[src/hw/rtl/hk_pkg.sv]
`timescale 1ns / 1ps
`default_nettype none

package hk_pkg;

    localparam int unsigned Letters = 26;
    localparam int unsigned LetW    = 5;
    localparam int unsigned ProdW   = 11;
    // floor(x * RecipMul / 2**RecipSh) is floor(x / 26) or one less for x < 2048
    localparam int unsigned RecipMul = 315;
    localparam int unsigned RecipSh  = 13;
    localparam int unsigned RecipW   = ProdW + 9;

    typedef logic [LetW-1:0] t_let;
    typedef t_let [3:0] t_mat;     // row-major: index row * 2 + column

    typedef struct packed {
        logic found;
        t_let inv;
        t_mat adj;
        t_mat cm;
    } t_front_item;

    typedef struct packed {
        logic valid;
        logic ready;
    } t_hs;

    // Reduce a value below 2048 into 0..25.
    function automatic t_let mod26(input logic [ProdW-1:0] x);
        logic [RecipW-1:0] prod;
        logic [ProdW-1:0]  q;
        logic [ProdW-1:0]  r;
        prod = RecipW'(x) * RecipW'(RecipMul);
        q    = ProdW'(prod >> RecipSh);
        r    = x - ProdW'(q * ProdW'(Letters));
        if (r >= ProdW'(Letters)) begin
            r = r - ProdW'(Letters);
        end
        return LetW'(r);
    endfunction

    function automatic t_let mul_mod(input t_let a, input t_let b);
        return mod26(ProdW'(a) * ProdW'(b));
    endfunction

    // Fold a raw 5-bit letter into 0..25.
    function automatic t_let fold(input t_let x);
        return (x >= LetW'(Letters)) ? x - LetW'(Letters) : x;
    endfunction

    // Additive inverse of a residue 0..25.
    function automatic t_let neg26(input t_let x);
        return (x == '0) ? '0 : LetW'(Letters) - x;
    endfunction

    // Multiplicative inverse mod 26; zero marks a residue with no inverse.
    function automatic t_let inv26(input t_let x);
        t_let r;
        case (x)
            5'd1:    r = 5'd1;
            5'd3:    r = 5'd9;
            5'd5:    r = 5'd21;
            5'd7:    r = 5'd15;
            5'd9:    r = 5'd3;
            5'd11:   r = 5'd19;
            5'd15:   r = 5'd7;
            5'd17:   r = 5'd23;
            5'd19:   r = 5'd11;
            5'd21:   r = 5'd5;
            5'd23:   r = 5'd17;
            5'd25:   r = 5'd25;
            default: r = 5'd0;
        endcase
        return r;
    endfunction

endpackage

`default_nettype wire

[src/hw/rtl/hk_front.sv]
`timescale 1ns / 1ps
`default_nettype none

module hk_front import hk_pkg::*; (
    input  wire t_mat        i_plain,
    input  wire t_mat        i_cipher,
    output t_front_item      o_item
);

    t_mat p;
    t_let a;
    t_let b;
    t_let det;
    t_let inv;

    always_comb begin
        for (int k = 0; k < 4; k++) begin
            p[k]         = fold(i_plain[k]);
            o_item.cm[k] = fold(i_cipher[k]);
        end
        a   = mul_mod(p[0], p[3]);
        b   = mul_mod(p[1], p[2]);
        det = (a >= b) ? a - b : a + LetW'(Letters) - b;
        inv = inv26(det);
        o_item.inv    = inv;
        o_item.found  = (inv != '0);
        o_item.adj[0] = p[3];
        o_item.adj[1] = neg26(p[1]);
        o_item.adj[2] = neg26(p[2]);
        o_item.adj[3] = p[0];
    end

endmodule

`default_nettype wire

[src/hw/rtl/hk_queue.sv]
`timescale 1ns / 1ps
`default_nettype none

module hk_queue import hk_pkg::*; (
    input  wire         i_clk,
    input  wire         i_rst_n,
    input  wire         i_push,
    output logic        o_full,
    input  wire t_front_item i_item,
    input  wire         i_pop,
    output logic        o_empty,
    output t_front_item o_item
);

    t_front_item r_mem [2];
    logic        r_wr;
    logic        r_rd;
    logic [1:0]  r_cnt;
    logic        do_push;
    logic        do_pop;

    assign o_full  = (r_cnt == 2'd2);
    assign o_empty = (r_cnt == 2'd0);
    assign do_push = i_push && !o_full;
    assign do_pop  = i_pop && !o_empty;
    assign o_item  = r_mem[r_rd];

    always_ff @(posedge i_clk) begin
        if (do_push) begin
            r_mem[r_wr] <= i_item;
        end
    end

    always_ff @(posedge i_clk) begin
        if (!i_rst_n) begin
            r_wr  <= 1'b0;
            r_rd  <= 1'b0;
            r_cnt <= 2'd0;
        end else begin
            if (do_push) r_wr <= !r_wr;
            if (do_pop)  r_rd <= !r_rd;
            r_cnt <= r_cnt + 2'(do_push) - 2'(do_pop);
        end
    end

    a_cnt_max: assert property (@(posedge i_clk) disable iff (!i_rst_n)
        r_cnt != 2'd3)
        else $error("queue count overflow");

    a_ptr_cnt: assert property (@(posedge i_clk) disable iff (!i_rst_n)
        (r_cnt == 2'd1) == (r_wr != r_rd))
        else $error("queue pointers disagree with count");

    a_push_full: assert property (@(posedge i_clk) disable iff (!i_rst_n)
        (o_full && !do_pop) |=> o_full)
        else $error("full queue lost an entry without a pop");

endmodule

`default_nettype wire

[src/hw/rtl/hk_back.sv]
`timescale 1ns / 1ps
`default_nettype none

module hk_back import hk_pkg::*; (
    input  wire         i_clk,
    input  wire         i_rst_n,
    input  wire         i_valid,
    output logic        o_ready,
    input  wire t_front_item i_item,
    output t_hs         o_hs_out,
    input  wire         i_out_ready,
    output t_mat        o_key,
    output logic        o_found
);

    // stage 1: inverse of P
    logic r_v1;
    t_mat r_cm;
    t_mat r_pi;
    logic r_found1;
    // stage 2: key product, doubles as output register
    logic r_v2;
    t_mat r_key;
    logic r_found2;

    t_mat n_pi;
    t_mat n_key;
    logic adv1;
    logic adv2;

    assign adv2    = !r_v2 || i_out_ready;
    assign adv1    = !r_v1 || adv2;
    assign o_ready = adv1;

    always_comb begin
        for (int k = 0; k < 4; k++) begin
            n_pi[k] = mul_mod(i_item.adj[k], i_item.inv);
        end
        for (int i = 0; i < 2; i++) begin
            for (int j = 0; j < 2; j++) begin
                n_key[i*2+j] = r_found1
                    ? mod26(ProdW'(r_cm[i*2]) * ProdW'(r_pi[j])
                          + ProdW'(r_cm[i*2+1]) * ProdW'(r_pi[2+j]))
                    : '0;
            end
        end
    end

    always_ff @(posedge i_clk) begin
        if (adv1 && i_valid) begin
            r_cm     <= i_item.cm;
            r_pi     <= n_pi;
            r_found1 <= i_item.found;
        end
        if (adv2 && r_v1) begin
            r_key    <= n_key;
            r_found2 <= r_found1;
        end
    end

    always_ff @(posedge i_clk) begin
        if (!i_rst_n) begin
            r_v1 <= 1'b0;
            r_v2 <= 1'b0;
        end else begin
            if (adv1) r_v1 <= i_valid;
            if (adv2) r_v2 <= r_v1;
        end
    end

    assign o_hs_out.valid = r_v2;
    assign o_hs_out.ready = adv2;
    assign o_key          = r_key;
    assign o_found        = r_found2;

    a_zero_key: assert property (@(posedge i_clk) disable iff (!i_rst_n)
        (r_v2 && !r_found2) |-> (r_key == '0))
        else $error("key not cleared for singular plaintext");

    a_hold: assert property (@(posedge i_clk) disable iff (!i_rst_n)
        (r_v2 && !i_out_ready) |=> (r_v2 && $stable(r_key) && $stable(r_found2)))
        else $error("stalled result changed");

    a_advance: assert property (@(posedge i_clk) disable iff (!i_rst_n)
        (r_v1 && adv2) |=> r_v2)
        else $error("stage 1 item dropped");

endmodule

`default_nettype wire

[src/hw/rtl/hill_2x2_key_recovery.sv]
`timescale 1ns / 1ps
`default_nettype none
// Path: queue, then stage 1, then stage 2, which drives the master side.
// Throughput: one item per cycle while m_axis_tready is high; a 2-entry queue parts the
// classify front from the two-stage key pipeline, so each side stalls on its own.
// Reset: synchronous, active low; clears queue pointers and pipeline valids, not data.

module hill_2x2_key_recovery import hk_pkg::*; (
    input  wire         i_clk,
    input  wire         i_rst_n,
    input  wire         s_axis_tvalid,
    output logic        s_axis_tready,
    // plain_r0c0, plain_r0c1, plain_r1c0, plain_r1c1,
    // cipher_r0c0, cipher_r0c1, cipher_r1c0, cipher_r1c1 (5 bits each)
    input  wire [39:0]  s_axis_tdata,
    output logic        m_axis_tvalid,
    input  wire         m_axis_tready,
    // key_r0c0, key_r0c1, key_r1c0, key_r1c1 (5 bits each), 4 bits zero
    output logic [23:0] m_axis_tdata,
    // key_found
    output logic        m_axis_tuser
);

    t_mat        plain;
    t_mat        cipher;
    t_front_item f_item;
    t_front_item q_item;
    logic        q_full;
    logic        q_empty;
    logic        back_ready;
    t_hs         out_hs;
    t_mat        key;
    logic        found;

    assign plain  = s_axis_tdata[19:0];
    assign cipher = s_axis_tdata[39:20];

    hk_front u_front (
        .i_plain  (plain),
        .i_cipher (cipher),
        .o_item   (f_item)
    );

    hk_queue u_queue (
        .i_clk   (i_clk),
        .i_rst_n (i_rst_n),
        .i_push  (s_axis_tvalid),
        .o_full  (q_full),
        .i_item  (f_item),
        .i_pop   (back_ready),
        .o_empty (q_empty),
        .o_item  (q_item)
    );

    hk_back u_back (
        .i_clk       (i_clk),
        .i_rst_n     (i_rst_n),
        .i_valid     (!q_empty),
        .o_ready     (back_ready),
        .i_item      (q_item),
        .o_hs_out    (out_hs),
        .i_out_ready (m_axis_tready),
        .o_key       (key),
        .o_found     (found)
    );

    assign s_axis_tready = !q_full;
    assign m_axis_tvalid = out_hs.valid;
    assign m_axis_tdata  = {4'b0, key};
    assign m_axis_tuser  = found;

endmodule

`default_nettype wire
[config.mk]
export PLATFORM = sky130hd
export DESIGN_NAME = hill_2x2_key_recovery
export DESIGN_NICKNAME = d
export VERILOG_FILES = /design/src/hw/rtl/hk_pkg.sv /design/src/hw/rtl/hk_front.sv /design/src/hw/rtl/hk_queue.sv /design/src/hw/rtl/hk_back.sv /design/src/hw/rtl/hill_2x2_key_recovery.sv
export SDC_FILE = /design/constraint.sdc
export NUM_CORES = 2
export LEC_CHECK = 0
export CAP_MARGIN = 10
export CORE_MARGIN = 10
export CORE_UTILIZATION = 50
export CTS_CLUSTER_DIAMETER = 50
export DETAILED_ROUTE_END_ITERATION = 8
export DONT_BUFFER_PORTS = 1
export GPL_TIMING_DRIVEN = 1
export SLEW_MARGIN = 10
export SYNTH_ARGS = -nofsm -noshare
export SYNTH_HDL_FRONTEND = slang
export SYNTH_SLANG_ARGS = --single-unit
[constraint.sdc]
create_clock -name i_clk -period 17.01 [get_ports i_clk]
set_input_delay 1.701 -clock i_clk [delete_from_list [all_inputs] [get_ports i_clk]]
set_output_delay 1.701 -clock i_clk [all_outputs]
set_load 0.1 [all_outputs]
## Word level (Yosys, flattened, before mapping)

Memories as Yosys holds them, arrays and structs flattened. A register that Yosys moved wholly into a read port is not among the register bits.
Index checks and enable logic that the tools add are counted.

| word-level totals | value |
|---|---|
| register bits | 68 |
| memory bits (writable) | 92 |
| ROM bits | 160 |
| input port bits | 44 |
| output and inout port bits | 27 |
| word-level logic and storage cells | 154 |
| memories kept | 2 |

| operators by class | value |
|---|---|
| add/sub/neg operators | 39 |
| $mul | 34 |
| magnitude comparators | 19 |
| eq/ne operators | 1 |
| multiplexer cells | 25 |
| reduce and logical (&&, ||, !) cells | 15 |

Memory list:

| name | depth | bits a word | rd ports | clocked after Yosys merged registers in | wr ports | line | text |
|---|---|---|---|---|---|---|---|
| (name not given) | 32 | 5 | 1 | 0 | 0 | hk_pkg.sv:60 | `case (x)` |
| u_queue.r_mem | 2 | 46 | 1 | 1 | 1 | hk_queue.sv:15 | `t_front_item r_mem [2];` |

Operators with widths:

| operator | number |
|---|---|
| multiplier 5 x 5 -> 10 bit | 14 |
| multiplier 10 x 9 -> 19 bit, second input constant | 6 |
| >= comparator 11 x 5 -> 1 bit, second input constant | 10 |
| two-way mux 5 bit | 21 |
| subtractor 5 bit, second input constant | 18 |
| multiplier 11 x 9 -> 20 bit, second input constant | 4 |
| subtractor 10 x 11 -> 11 bit | 6 |
| multiplier 6 x 4 -> 10 bit, second input constant | 6 |
| adder 10 x 10 -> 11 bit | 4 |
| subtractor 11 bit | 4 |
| >= comparator 5 bit, second input constant | 8 |
| multiplier 7 x 4 -> 10 bit, second input constant | 4 |
| logical NOT 5 bit | 2 |
| subtractor 5 bit | 2 |
| subtractor 5 bit, first input constant | 2 |
| logical NOT 1 bit | 6 |
| adder 5 bit, second input constant | 1 |
| >= comparator 5 bit | 1 |
| nonzero test 5 bit | 1 |
| two-way mux 1 bit | 4 |
| logical AND 1 bit | 3 |
| adder 2 x 1 -> 2 bit | 1 |
| equality test 2 bit, second input constant | 1 |
| logical NOT 2 bit | 1 |
| 2 further kinds | 3 |

## Longest topological paths before layout

An unclocked memory read counts as a cell.

| logic depth | value |
|---|---|
| depth after elaboration | 13 |
| mapped depth | 68 |
| mapped depth without buffers | 68 |

## Cells and area by module

From an unflattened synthesis, not the netlist that was laid out.

| unflattened totals | value |
|---|---|
| cell total of the unflattened synthesis | 4760 |
| area total of the unflattened synthesis | 44188.6 um2 |

By module, submodules not included:

| module | instances | cells each | area each (um2) | seq. area each (um2) |
|---|---|---|---|---|
| hk_back | 1 | 3548 | 32123.3 | 1901.8 |
| hk_front | 1 | 1035 | 8267.9 | 0.0 |
| hk_queue | 1 | 170 | 3756.1 | 2862.7 |
| hill_2x2_key_recovery | 1 | 7 | 41.3 | 0.0 |

## Least setup slack after synthesis

OpenSTA, ideal clock, no wires.

| timing path | value |
|---|---|
| path type | input port to flip-flop |
| start point | input s_axis_tdata[1] |
| end point | memory u_queue.r_mem[0][44] (netlist name) (data pin) |
| library setup time | 0.275 ns |
| arrival | 14.602 ns |
| required time | 16.735 ns |
| slack | 2.133 ns |
| stages on the path | 59 |
| buffers on the path | 0 |
| cell sequence | inv_1 > ha_1 > inv_1 > a21oi_1 > o31ai_1 > nand2_1 > fa_1 > fa_1 > fa_1 > inv_1 > ha_1 > o21ai_0 > o21bai_1 > a21oi_2 > nor2b_1 > nor2_1 > nor2_1 > nor2_1 > (+23 left out) > a21oi_1 > xor2_1 > ha_1 > nor2_1 > xnor2_1 > xnor2_1 > nand3_1 > or4_1 > nor2b_1 > xor2_1 > fa_1 > o21bai_1 > xor2_1 > nor2_1 > and3_1 > or2_2 > a221oi_1 > o32ai_1 |

RTL lines:

| what | line | text |
|---|---|---|
| start, declared | hill_2x2_key_recovery.sv:15 | `input wire [39:0] s_axis_tdata,` |
| end, declared | hk_queue.sv:15 |  |

==> results.toml <==
[finish]
final_cell_mix = "1125 x inv_1, 953 x ha_1, 517 x fa_1"
final_common_cell = "inv_1"
design_area_um2 = 44800
area_growth_pct = 4.90
layout-drive-gt1-share_pct = 3.45
nets = 6021
nFillCells = 7828

[synthesis]
synth.distinct_cells = 89
synthFlopType = "edfxtp_1"
yosys-top-cells-area = "ha_1 28%, fa_1 24%, edfxtp_1 11%, inv_1 9.9%, xnor2_1 3.2%"
ys_ff_latch = 161
netlist_instances = 4505
ys_async_sr_fraction_pct = 0
yosysWarningCount = 0
synth_edf_count = 154
yosysTopAreaCell = "ha_1"
ys_seq_area_share_pct = 11.2
synth_top_area_share_pct = 27.9
avgSynthCellArea_um2 = 9.48
synth_area_um2 = 42700

[clock_tree]
clkTransAtPathRegs_ns = 0.09
htree_levels = 4
ctsResizeCount = 0
clock_sinks = 161
cts_tree = "yes"
cts_root_buf = "clkbuf_16"
cts_buffers = 17
insertion_delay_ns = 0.50
postCtsSetupRepairBufs = 0
cts.hold.buffers_added = 0
cts_buffer_depth = 2

[placement]
hpwl_mm = 70.9
dpl_cell_area_um2 = 44200
place_congestion = 0.843
port_buffers = 0

[critical_path]
ff2ff_path_depth = 45
critPathSlowestCell = "xnor2_1"
crit_arrival_ns = 15.76
cp-end-kind = "flip-flop"
reg2reg_slack_ns = 4.14
path_common_cell = "fa_1"
crit_type = "input pin to flip-flop"
crit_required_ns = 17.28
r2r_start = "u_back.r_pi[3]"
r2r-end = "u_back.o_key[4]"
critPathMaxStageDelay_ns = 0.77
cp_max_fo = 7
cp-start-kind = "input pin"

[floorplan]
start_util_pct = 50.3
die_h_um = 312
dieWidth_um = 312
coreArea_um2 = 85000
die-area_um2 = 97600
ios = 71
core.rowCount = 107

[timing]
setup_viol = 0
setup_tns_ns = 0
maxSlewHeadroom_pct = 28.5
fin_skew_ns = 0.0210
maxSlewViolCount = 0
post-route-period-util_pct = 91.0
tightest_slew_ns = 1.07
rsz0062_at_grt = "no"
hold_violations = 0
fmax_mhz = 64.6
min_period_ns = 15.49

[detailed_routing]
wl_mm = 82.4
antenna_left = 0
drt-vias-per-instance = 5.01
routedWlPerCell_um = 14.5
drt-initial-drc-count = 1213
drc = 0
vias = 28400
drt_first_pass_iters = 5

[worst_hold_path]
min_path_type = "flip-flop to flip-flop"
min_to = "u_back.r_v1"
holdPathStages = 2
min_from = "u_back.r_v1"

[outcome]
run_status = "finished clean"

[global_route]
met3_usage_pct = 2.73
use_met2_pct = 29.6
grt_max_degree = 54
grt_busiest_layer = "met2"
overflow = 0
grt_antenna_before_repair = 3
grt_usage_pct = 17.7
use_met1_pct = 24.2
grt_pass1_vias = 29300
grt_pass1_wl_mm = 144

[job]
cap_violations = 0
==> cell usage after synthesis (all sizes together) (19+ instances only) <==
| cell | instances |
|---|---|
| or2 | 32 |
| nand2b | 26 |
| clkbuf | 31 |
| nor2b | 39 |
| xor2 | 99 |
| o21a | 19 |
| o21bai | 73 |
| nor2 | 170 |
| a21o | 114 |
| ha | 953 |
| o21ai | 108 |
| mux2 | 30 |
| fa | 517 |
| xnor2 | 160 |
| inv | 1126 |
| a21boi | 34 |
| nand2 | 188 |
| edfxtp | 154 |
| a21oi | 181 |
| o31ai | 26 |
| and2 | 189 |
| mux2i | 37 |
==> worst max-delay path: cells and delay by family <==
| family | cells | cell delay, ns |
|---|---|---|
| AND/OR/NAND/NOR | 12 | 2.15 |
| AO/OA/AOI/OAI | 17 | 3.48 |
| buffers and inverters | 6 | 0.27 |
| XOR/XNOR | 8 | 2.20 |
| adder cells (fa/ha/maj) | 14 | 5.92 |
==> layout make-up <==
type | count | area (um^2) | area share [%]
clock inverters | 15 | 214 | 0.477
clock buffers | 17 | 425 | 0.949
repair buffers | 19 | 143 | 0.318
diodes | 3 | 7.51 | 0.0167
multi-input cells | 3182 | 33600 | 75.0
inverters | 1126 | 4230 | 9.43
well taps | 1144 | 1430 | 3.19
flip-flops and latches | 161 | 4770 | 10.6
==> through the flow <==
step / utilization (%) / worst slack [ns] / instances / hold slack, ns
2_1_floorplan: - / 2.13 / 4508 / 0.446
3_3_place_gp: 52.0 / 1.16 / 5632 / 0.528
3_5_place_dp: 52.0 / 0.950 / 5632 / 0.529
4_1_cts: 52.7 / 1.47 / 5664 / 0.538
5_1_grt: 52.7 / 0.144 / 5664 / 0.553
6_report: 52.7 / 1.52 / 5667 / 0.539
==> cell families (layout without fill, tap and decap cells) <==
kind of cell	Yosys count	after routing	synth area share [%]
AO/OA/AOI/OAI	662	662	10.5
multiplexers	67	67	1.68
AND/OR/NAND/NOR	710	710	8.40
XOR/XNOR	266	266	5.80
other	1	7	0.00878
adder cells (fa/ha/maj)	1473	1473	52.2
flip-flops	161	161	11.2
buffers and inverters	1165	1177	10.3
==> worst max path at each step <==
stage | startpoint | to | slack [ns] | cells past startpoint
3_3_place_gp | s_axis_tdata[1] | u_queue.r_mem[0][44] | 1.16 | 57
4_1_cts | s_axis_tdata[1] | u_queue.r_mem[0][42] | 1.47 | 56
6_report | s_axis_tdata[1] | u_queue.r_mem[0][41] | 1.52 | 57
5_1_grt | s_axis_tdata[1] | u_queue.r_mem[1][41] | 0.14 | 59
2_1_floorplan | s_axis_tdata[1] | u_queue.r_mem[0][44] | 2.13 | 59
3_5_place_dp | s_axis_tdata[1] | u_queue.r_mem[1][42] | 0.95 | 56
==> registers in the layout, summed over array words and instances, names as in the netlist, named ones only <==
signal,count
u_back.r_cm,20
u_back.r_found1,1
u_back.r_v1,1
u_queue.r_cnt,2
u_queue.r_rd,1
u_queue.r_mem,92
u_back.r_v2,1
u_back.o_found,1
u_back.r_pi,20
u_queue.r_wr,1
u_back.o_key,20
==> routing by layer <==
layer	wire length [um]	share of wire (%)
met5	55	0.067
met3	2960	3.6
met2	38400	47
met4	926	1.1
met1	40000	49
Power is not shown: default switching activity piles up to over one toggle a cycle in this logic, so the estimate is an artifact.
